### config.mk
export PLATFORM = sky130hd
export DESIGN_NAME = lru_key_value_cache
export DESIGN_NICKNAME = d
export VERILOG_FILES = /design/src/lkv_pkg.sv /design/src/lkv_cfg.sv /design/src/lkv_store.sv /design/src/lru_key_value_cache.sv
export SDC_FILE = /design/constraint.sdc
export NUM_CORES = 2
export LEC_CHECK = 0
export BUFFER_PORTS_ARGS = -buffer_cell sky130_fd_sc_hd__buf_2
export CAP_MARGIN = 40
export CELL_PAD_IN_SITES_DETAIL_PLACEMENT = 1
export CELL_PAD_IN_SITES_GLOBAL_PLACEMENT = 1
export CORE_MARGIN = 2
export CORE_UTILIZATION = 40
export CTS_CLUSTER_DIAMETER = 30
export DETAILED_ROUTE_END_ITERATION = 16
export PLACE_DENSITY = 0.62
export SLEW_MARGIN = 20
export SYNTH_ARGS = -nofsm -noshare
export SYNTH_HDL_FRONTEND = slang
export SYNTH_HIERARCHICAL = 1
export SYNTH_SLANG_ARGS = --single-unit
### constraint.sdc
create_clock -name aclk -period 9.46 [get_ports aclk]
set_clock_uncertainty 0.15 [all_clocks]
set_input_delay 0.946 -clock aclk [delete_from_list [all_inputs] [get_ports aclk]]
set_output_delay 0.946 -clock aclk [all_outputs]
set_load 0.02 [all_outputs]
### src/lkv_pkg.sv
// Shared types and constants for the LRU key-value cache.
// No dependencies; imported by every module of the block.
package lkv_pkg;

    localparam int LKV_MAX_ENTRIES = 16;
    localparam int LKV_DATA_W      = 32;
    localparam int LKV_CAP_W       = 5;
    localparam int LKV_PADDR_W     = 3;
    localparam int LKV_PDATA_W     = 32;

    localparam logic [LKV_CAP_W-1:0]  LKV_CAP_RESET  = 5'd16;
    localparam logic [LKV_DATA_W-1:0] LKV_MISS_VALUE = '1;   // -1 on a miss

    typedef enum logic [0:0] {
        CMD_GET = 1'b0,
        CMD_PUT = 1'b1
    } lkv_cmd_t;

    // register index, taken from the word address
    typedef enum logic [0:0] {
        REG_CAPACITY = 1'b0
    } lkv_reg_t;

    typedef struct packed {
        lkv_cmd_t                     cmd;
        logic signed [LKV_DATA_W-1:0] key;
        logic signed [LKV_DATA_W-1:0] value;
    } lkv_req_t;

    typedef struct packed {
        logic                         found;
        logic signed [LKV_DATA_W-1:0] read_value;
    } lkv_rsp_t;

endpackage

### src/lkv_cfg.sv
// APB-style register port holding the capacity register.
// Depends on lkv_pkg.
module lkv_cfg (
    input  logic                              aclk,
    input  logic                              aresetn,
    input  logic                              psel,
    input  logic                              penable,
    input  logic                              pwrite,
    input  logic [lkv_pkg::LKV_PADDR_W-1:0]   paddr,
    input  logic [lkv_pkg::LKV_PDATA_W-1:0]   pwdata,
    output logic [lkv_pkg::LKV_PDATA_W-1:0]   prdata,
    output logic                              pready,
    output logic [lkv_pkg::LKV_CAP_W-1:0]     capacity
);
    import lkv_pkg::*;

    logic [LKV_CAP_W-1:0] cap_reg;
    logic [LKV_CAP_W-1:0] cap_next;
    logic                 sel_cap;

    assign pready  = 1'b1;
    assign sel_cap = (paddr[2] == REG_CAPACITY);

    always_comb begin
        cap_next = cap_reg;
        if (psel && penable && pwrite && pready && sel_cap) begin
            cap_next = pwdata[LKV_CAP_W-1:0];
        end
    end

    always_ff @(posedge aclk) begin
        if (!aresetn) begin
            cap_reg <= LKV_CAP_RESET;
        end else begin
            cap_reg <= cap_next;
        end
    end

    assign prdata   = sel_cap ? LKV_PDATA_W'(cap_reg) : '0;
    assign capacity = cap_reg;

endmodule

### src/lkv_store.sv
// Register CAM with per-entry recency ranks: lookup, touch, insert, evict.
// Depends on lkv_pkg. State updates at the clock edge that ends the request cycle.
module lkv_store #(
    parameter int MAX_ENTRIES = lkv_pkg::LKV_MAX_ENTRIES
) (
    input  logic                                aclk,
    input  logic                                aresetn,
    input  logic                                req_vld,
    input  lkv_pkg::lkv_req_t                   req,
    input  logic [lkv_pkg::LKV_CAP_W-1:0]       capacity,
    output lkv_pkg::lkv_rsp_t                   rsp,
    output logic [MAX_ENTRIES-1:0]              occupied,
    output logic [$clog2(MAX_ENTRIES+1)-1:0]    count
);
    import lkv_pkg::*;

    localparam int AW   = (MAX_ENTRIES > 1) ? $clog2(MAX_ENTRIES) : 1;
    localparam int CW   = $clog2(MAX_ENTRIES + 1);
    localparam int CMPW = (CW > LKV_CAP_W) ? CW : LKV_CAP_W;

    logic [LKV_DATA_W-1:0] key_reg [MAX_ENTRIES];
    logic [LKV_DATA_W-1:0] val_reg [MAX_ENTRIES];
    logic [AW-1:0]         age_reg [MAX_ENTRIES];
    logic [AW-1:0]         age_next[MAX_ENTRIES];
    logic [AW-1:0]         age1    [MAX_ENTRIES];
    logic [MAX_ENTRIES-1:0] valid_reg, valid_next, valid1;
    logic [CW-1:0]          count_reg, count_next, count1;

    logic [MAX_ENTRIES-1:0] hit_vec, oldest_vec, free_sel, ins_sel, evict_vec;
    logic                   hit, full, is_put, do_hit, do_ins, evict;
    logic [AW-1:0]          hit_age;
    logic [LKV_DATA_W-1:0]  hit_value;

    // match and read
    always_comb begin
        hit_age   = '0;
        hit_value = '0;
        for (int i = 0; i < MAX_ENTRIES; i++) begin
            hit_vec[i]    = valid_reg[i] && (key_reg[i] == req.key);
            oldest_vec[i] = valid_reg[i] && (CW'(age_reg[i]) == count_reg - CW'(1));
            if (hit_vec[i]) begin
                hit_age   = hit_age | age_reg[i];
                hit_value = hit_value | val_reg[i];
            end
        end
    end

    assign hit      = |hit_vec;
    assign full     = &valid_reg;
    assign free_sel = ~valid_reg & (valid_reg + MAX_ENTRIES'(1));   // lowest free slot
    assign ins_sel  = full ? oldest_vec : free_sel;                 // full: replace oldest
    assign is_put   = req_vld && (req.cmd == CMD_PUT);
    assign do_hit   = req_vld && hit;
    assign do_ins   = is_put && !hit;

    // touch or insert
    always_comb begin
        valid1 = valid_reg;
        count1 = count_reg;
        for (int i = 0; i < MAX_ENTRIES; i++) begin
            age1[i] = age_reg[i];
            if (do_hit) begin
                if (hit_vec[i]) begin
                    age1[i] = '0;
                end else if (valid_reg[i] && (age_reg[i] < hit_age)) begin
                    age1[i] = age_reg[i] + AW'(1);
                end
            end else if (do_ins) begin
                if (ins_sel[i]) begin
                    age1[i] = '0;
                end else if (valid_reg[i]) begin
                    age1[i] = age_reg[i] + AW'(1);
                end
            end
        end
        if (do_ins) begin
            valid1 = valid_reg | ins_sel;
            if (!full) begin
                count1 = count_reg + CW'(1);
            end
        end
    end

    // over capacity after a put: drop the least recent entry
    assign evict = is_put && (CMPW'(count1) > CMPW'(capacity));

    always_comb begin
        for (int i = 0; i < MAX_ENTRIES; i++) begin
            evict_vec[i] = evict && valid1[i] && (CW'(age1[i]) == count1 - CW'(1));
            age_next[i]  = evict_vec[i] ? '0 : age1[i];
        end
        valid_next = valid1 & ~evict_vec;
        count_next = evict ? count1 - CW'(1) : count1;
    end

    always_ff @(posedge aclk) begin
        if (!aresetn) begin
            valid_reg <= '0;
            count_reg <= '0;
            for (int i = 0; i < MAX_ENTRIES; i++) begin
                age_reg[i] <= '0;
            end
        end else begin
            valid_reg <= valid_next;
            count_reg <= count_next;
            for (int i = 0; i < MAX_ENTRIES; i++) begin
                age_reg[i] <= age_next[i];
            end
        end
    end

    always_ff @(posedge aclk) begin
        for (int i = 0; i < MAX_ENTRIES; i++) begin
            if (is_put && (hit ? hit_vec[i] : ins_sel[i])) begin
                val_reg[i] <= req.value;
            end
            if (do_ins && ins_sel[i]) begin
                key_reg[i] <= req.key;
            end
        end
    end

    assign rsp.found      = hit;
    assign rsp.read_value = hit ? hit_value : LKV_MISS_VALUE;
    assign occupied       = valid_reg;
    assign count          = count_reg;

endmodule

### src/lru_key_value_cache.sv
// Top level of the LRU key-value cache: input register, CAM store, result register.
// Depends on lkv_pkg, lkv_cfg and lkv_store.
//
// Fully associative key-value cache with least-recently-used replacement.
// Each item on the s_ stream is a get (tuser=0) or a put (tuser=1) with a
// 32-bit key and value in tdata. The store starts empty after reset. A get
// returns one item on the m_ stream: tuser=1 and the stored value on a hit,
// which also makes that entry most recent; tuser=0 and all ones on a miss.
// A put updates or inserts the key as most recent and returns nothing; when
// the entry count then exceeds the capacity register (address 0, reset 16,
// values above MAX_ENTRIES act as MAX_ENTRIES), the least recent entry is
// dropped. Throughput is one item per cycle unless stalled: an item is
// registered on acceptance, looked up and applied against all entries in
// parallel when it leaves the input register, and a get result appears in
// the output register in the cycle after that. The combinational CAM compare
// and rank update allow this rate; a get behind a held result (m_tready low)
// alone stalls the input. Change the capacity only while the block is idle.
module lru_key_value_cache #(
    parameter int MAX_ENTRIES = lkv_pkg::LKV_MAX_ENTRIES
) (
    input  logic                              aclk,
    input  logic                              aresetn,
    // input stream
    input  logic                              s_tvalid,
    output logic                              s_tready,
    input  logic [63:0]                       s_tdata,   // [31:0] key, [63:32] value
    input  logic [0:0]                        s_tuser,   // [0] cmd: 0 get, 1 put
    // result stream
    output logic                              m_tvalid,
    input  logic                              m_tready,
    output logic [31:0]                       m_tdata,   // [31:0] read_value
    output logic [0:0]                        m_tuser,   // [0] found
    // configuration
    input  logic                              psel,
    input  logic                              penable,
    input  logic                              pwrite,
    input  logic [lkv_pkg::LKV_PADDR_W-1:0]   paddr,
    input  logic [lkv_pkg::LKV_PDATA_W-1:0]   pwdata,
    output logic [lkv_pkg::LKV_PDATA_W-1:0]   prdata,
    output logic                              pready
);
    import lkv_pkg::*;

    localparam int CW = $clog2(MAX_ENTRIES + 1);

    logic                  in_vld_reg, in_vld_next;
    lkv_req_t              in_req_reg;
    logic                  out_vld_reg, out_vld_next;
    lkv_rsp_t              out_rsp_reg;
    lkv_rsp_t              rsp;
    logic [LKV_CAP_W-1:0]  capacity;
    logic [MAX_ENTRIES-1:0] occupied;
    logic [CW-1:0]         count;
    logic                  advance, get_fire, accept;

    lkv_cfg u_cfg (
        .aclk     (aclk),
        .aresetn  (aresetn),
        .psel     (psel),
        .penable  (penable),
        .pwrite   (pwrite),
        .paddr    (paddr),
        .pwdata   (pwdata),
        .prdata   (prdata),
        .pready   (pready),
        .capacity (capacity)
    );

    // a put always moves on; a get moves on when the result slot frees up
    assign advance  = in_vld_reg &&
                      ((in_req_reg.cmd == CMD_PUT) || !out_vld_reg || m_tready);
    assign get_fire = advance && (in_req_reg.cmd == CMD_GET);
    assign s_tready = !in_vld_reg || advance;
    assign accept   = s_tvalid && s_tready;

    lkv_store #(
        .MAX_ENTRIES (MAX_ENTRIES)
    ) u_store (
        .aclk     (aclk),
        .aresetn  (aresetn),
        .req_vld  (advance),
        .req      (in_req_reg),
        .capacity (capacity),
        .rsp      (rsp),
        .occupied (occupied),
        .count    (count)
    );

    always_comb begin
        in_vld_next = in_vld_reg;
        if (accept) begin
            in_vld_next = 1'b1;
        end else if (advance) begin
            in_vld_next = 1'b0;
        end
        out_vld_next = out_vld_reg;
        if (get_fire) begin
            out_vld_next = 1'b1;
        end else if (m_tready) begin
            out_vld_next = 1'b0;
        end
    end

    always_ff @(posedge aclk) begin
        if (!aresetn) begin
            in_vld_reg  <= 1'b0;
            out_vld_reg <= 1'b0;
        end else begin
            in_vld_reg  <= in_vld_next;
            out_vld_reg <= out_vld_next;
        end
    end

    always_ff @(posedge aclk) begin
        if (accept) begin
            in_req_reg.cmd   <= lkv_cmd_t'(s_tuser[0]);
            in_req_reg.key   <= s_tdata[31:0];
            in_req_reg.value <= s_tdata[63:32];
        end
        if (get_fire) begin
            out_rsp_reg <= rsp;
        end
    end

    assign m_tvalid = out_vld_reg;
    assign m_tdata  = out_rsp_reg.read_value;
    assign m_tuser  = out_rsp_reg.found;

    // entry count tracks the number of occupied slots
    a_count_matches : assert property (@(posedge aclk) disable iff (!aresetn)
        $countones(occupied) == 32'(count))
        else $error("entry count differs from occupied slots");

    // a result only appears after a get was applied
    a_result_from_get : assert property (@(posedge aclk) disable iff (!aresetn)
        $rose(m_tvalid) |-> $past(get_fire))
        else $error("result without a get");

    // a put grows the store by at most one entry
    a_put_growth : assert property (@(posedge aclk) disable iff (!aresetn)
        (advance && (in_req_reg.cmd == CMD_PUT)) |=>
        (32'(count) <= 32'($past(count)) + 32'd1))
        else $error("put added more than one entry");

endmodule
==> results_dict.tcl <==
set metrics [dict create \
    crit_type "reg2reg" \
    worst-endpoint-arrival_ns 7.82 \
    die_h_um 378 \
    rsz0062_at_grt "no" \
    synth_top_cell_area_share_pct 60.1 \
    synth-seq-cells 1214 \
    dr.pass1.iters 5 \
    timing.setup.tns_ns 0 \
    power_frac_comb_pct 3.4 \
    dp.cells 6080 \
    finalWirelength_mm 201 \
    multi_input_area_sq_mm 0.0192 \
    io_pins 175 \
    fmax_mhz 138 \
    drt-wirelength-per-cell_um 30.5 \
    portBuffers 117 \
    clock_sinks 1214 \
    p_sw_mw 3.56 \
    yosysTopAreaCell "edfxtp_1" \
    clk_pin_slew_worst_paths_ns 0.05 \
    p_int_mw 13.3 \
    postSynthAreaPerCell_sq_um 13.5 \
    switching_share_pct 21.1 \
    rows 137 \
    worst_pin_slew_ns 0.941 \
    ys.flop_type "edfxtp_1" \
    peakVddDrop_uv 201 \
    ys.warnings.count 6 \
    netlist_area_sq_mm 0.0561 \
    overflow 0 \
    critPathLaunchType "flop" \
    finalHoldViolCount 0 \
    drv_cap 0 \
    synth_cell_types 108 \
    drive_above_1_share_pct 18.1 \
    synth_edf_count 1122 \
    cp_top_family "simple AND/OR/NAND/NOR gates" \
    finalCritPeriodShare_pct 76.8 \
    num_vias 39900 \
    max_stage_delay_ns 0.64 \
    dieArea_sq_mm 0.143 \
    p_leak_nw 22.9 \
    min-delay-path-class "in2reg" \
    vias_per_cell 6.04 \
    finalNetCount 4684 \
    critPathSlowestCell "nor4_1" \
    syn2layout_area_growth_pct 24.2 \
    ant_nets 0 \
    gp_congestion 0.887 \
    p_per_area_mw_per_mm2 242 \
    synthTopCellsByArea "edfxtp_1, xnor2_1, dfxtp_1" \
    grt_pass1_wl_mm 290 \
    stdcell_count 6596 \
    synth_common_cells "edfxtp_1, xnor2_1, nand4_1" \
    dr.first_iter.drc_count 3887 \
    crit_buf_inv 5 \
    yosysSeqAreaShare_pct 63.4 \
    drc 0 \
    yosysMostFrequentCell "edfxtp_1" \
    die_w_um 378 \
    fill_cells 13600 \
    cp.required_ns 10.02 \
    worstPathMaxFanout 17 \
    clk_latency_ns 0.90 \
    pwr-share-clk_pct 61.1 \
    setup_viol 0 \
    htree_levels 5 \
    final-seq-area_sq_mm 0.0355 \
    post-route-min-period_ns 7.26 \
    synthCells 4153 \
    cpMostUsedCell "buf_4" \
    end_kind "flop" \
    synthArstFlopShare_pct 0 \
    grt_pass1_vias 41400 \
    coreArea_sq_mm 0.139 \
    outcome "finished clean" \
    p_seq_share_pct 35.5 \
    cts_tree "yes" \
    post-cts-setup-buffers 0 \
    relSlewSlack_pct 37.3 \
    clk_path_buf_depth 4 \
    cts_buffers 297 \
    cts_root_buf "clkbuf_16" \
    slew_viol_final 0 \
    hpwl_mm 122 \
    grt_max_degree 60 \
    gr-usage-all-layers_pct 27.9 \
    antenna_found_initial 5 \
    initial_utilization_pct 40.2 \
]
cell usage in the layout, fill, tap and decap left out, types with 18 or more instances in the layout:
cell           n
edfxtp_1    1122
a311oi_1      18
a21oi_1       53
and3_1        59
nor3_1        93
xnor2_1      527
clkbuf_16    304
clkinv_1      39
nand4_1      242
conb_1        28
clkinvlp_4    20
a221oi_1     106
a31oi_1       43
inv_1         70
bufinv_16     50
o21a_1        19
buf_4        129
nand2b_1      93
o2111ai_1     18
ha_1          72
clkbuf_1      30
nand3_1      113
nor4_1        52
o21ai_0       78
xor2_1        96
dfxtp_1       92
mux2i_1       28
clkinv_2      43
a211oi_1      22
a22o_1       105
nor2_1       118
buf_2        117
a22oi_1       81
nand2_1      187
worst paths after layout:
| check | from | to | slack (ns) | depth (start not counted) |
|---|---|---|---|---|
| setup / recovery | in_req_reg[45] | u_store/occupied[14] | 2.20 | 25 |
| setup reg to reg | in_req_reg[45] | u_store/occupied[14] | 2.20 | 25 |
| hold reg to reg | u_cfg/capacity[2] | u_cfg/capacity[2] | 0.33 | 2 |
| hold / removal | s_tdata[37] | in_req_reg[5] | 0.06 | 1 |
what timing repair did:
action,CTS,global route
hold buffers,1,0
gates resized for setup,0,0
hold endpoints to repair,1,0
per-stage QoR:
stage	setup slack (ns)	hold slack [ns]	util [%]	area (sq um)	power, mW
global route	1.81	0.0301	50.0	69600	17.3
detailed placement	2.28	0.323	42.8	59600	6.63
finish	2.20	0.0630	50.0	69600	16.8
global placement	2.28	0.319	42.3	59000	6.61
CTS	2.23	0.00393	50.0	69600	17.0
floorplan	2.99	0.294	-	56200	6.40
per-layer routing:
layer  track usage, %  vias up  part of all wire, %  routed length, um
met5                0        -                0.012                 25
met4             10.3        4                  3.5               7020
met3             5.26      469                  7.2              14500
met2             44.4     1829                   46              93200
met1             37.9    20700                   43              86500
li1                 -    16900                    -                  -
cell type report:
cell class	count	share of cell area, %
flip-flops and latches	1214	51.0
multi-input cells	2635	27.5
clock buffers	340	11.2
well taps	1876	3.37
repair buffers	284	3.29
clock inverters	173	3.17
inverters	73	0.393
diodes	1	0.00359
worst register-to-register path, delay by kind of cell, from the launching register on:
kind | cells | cell delay [ns]
AO/OA/AOI/OAI | 6 | 1.14
multiplexers | 1 | 0.26
AND/OR/NAND/NOR | 11 | 3.16
XOR/XNOR | 1 | 0.16
flip-flops | 1 | 0.63
buffers and inverters | 5 | 1.32
adder cells (fa/ha/maj) | 1 | 0.29
cells by family after synthesis:
| kind of cell | synth area share [%] |
|---|---|
| AOI/OAI and AO/OA | 10.0 |
| xor gates and xnor gates | 9.82 |
| adders and majority gates | 1.61 |
| buffers and inverters | 3.03 |
| DFF | 63.4 |
| muxes | 0.560 |
| other | 0.0134 |
| and+or+nand+nor | 11.6 |
power by group through the flow:
stage / clock network (mW) / logic [mW] / registers [mW]
final: 10.3 / 0.573 / 5.98
after floorplan: 0 / 0.345 / 6.05
after CTS: 10.4 / 0.568 / 5.97
after global routing: 10.7 / 0.605 / 5.98
after detailed placement: 0 / 0.561 / 6.07
after global placement: 0 / 0.539 / 6.07
No activity file was read; power rests on OpenSTA's default activity.
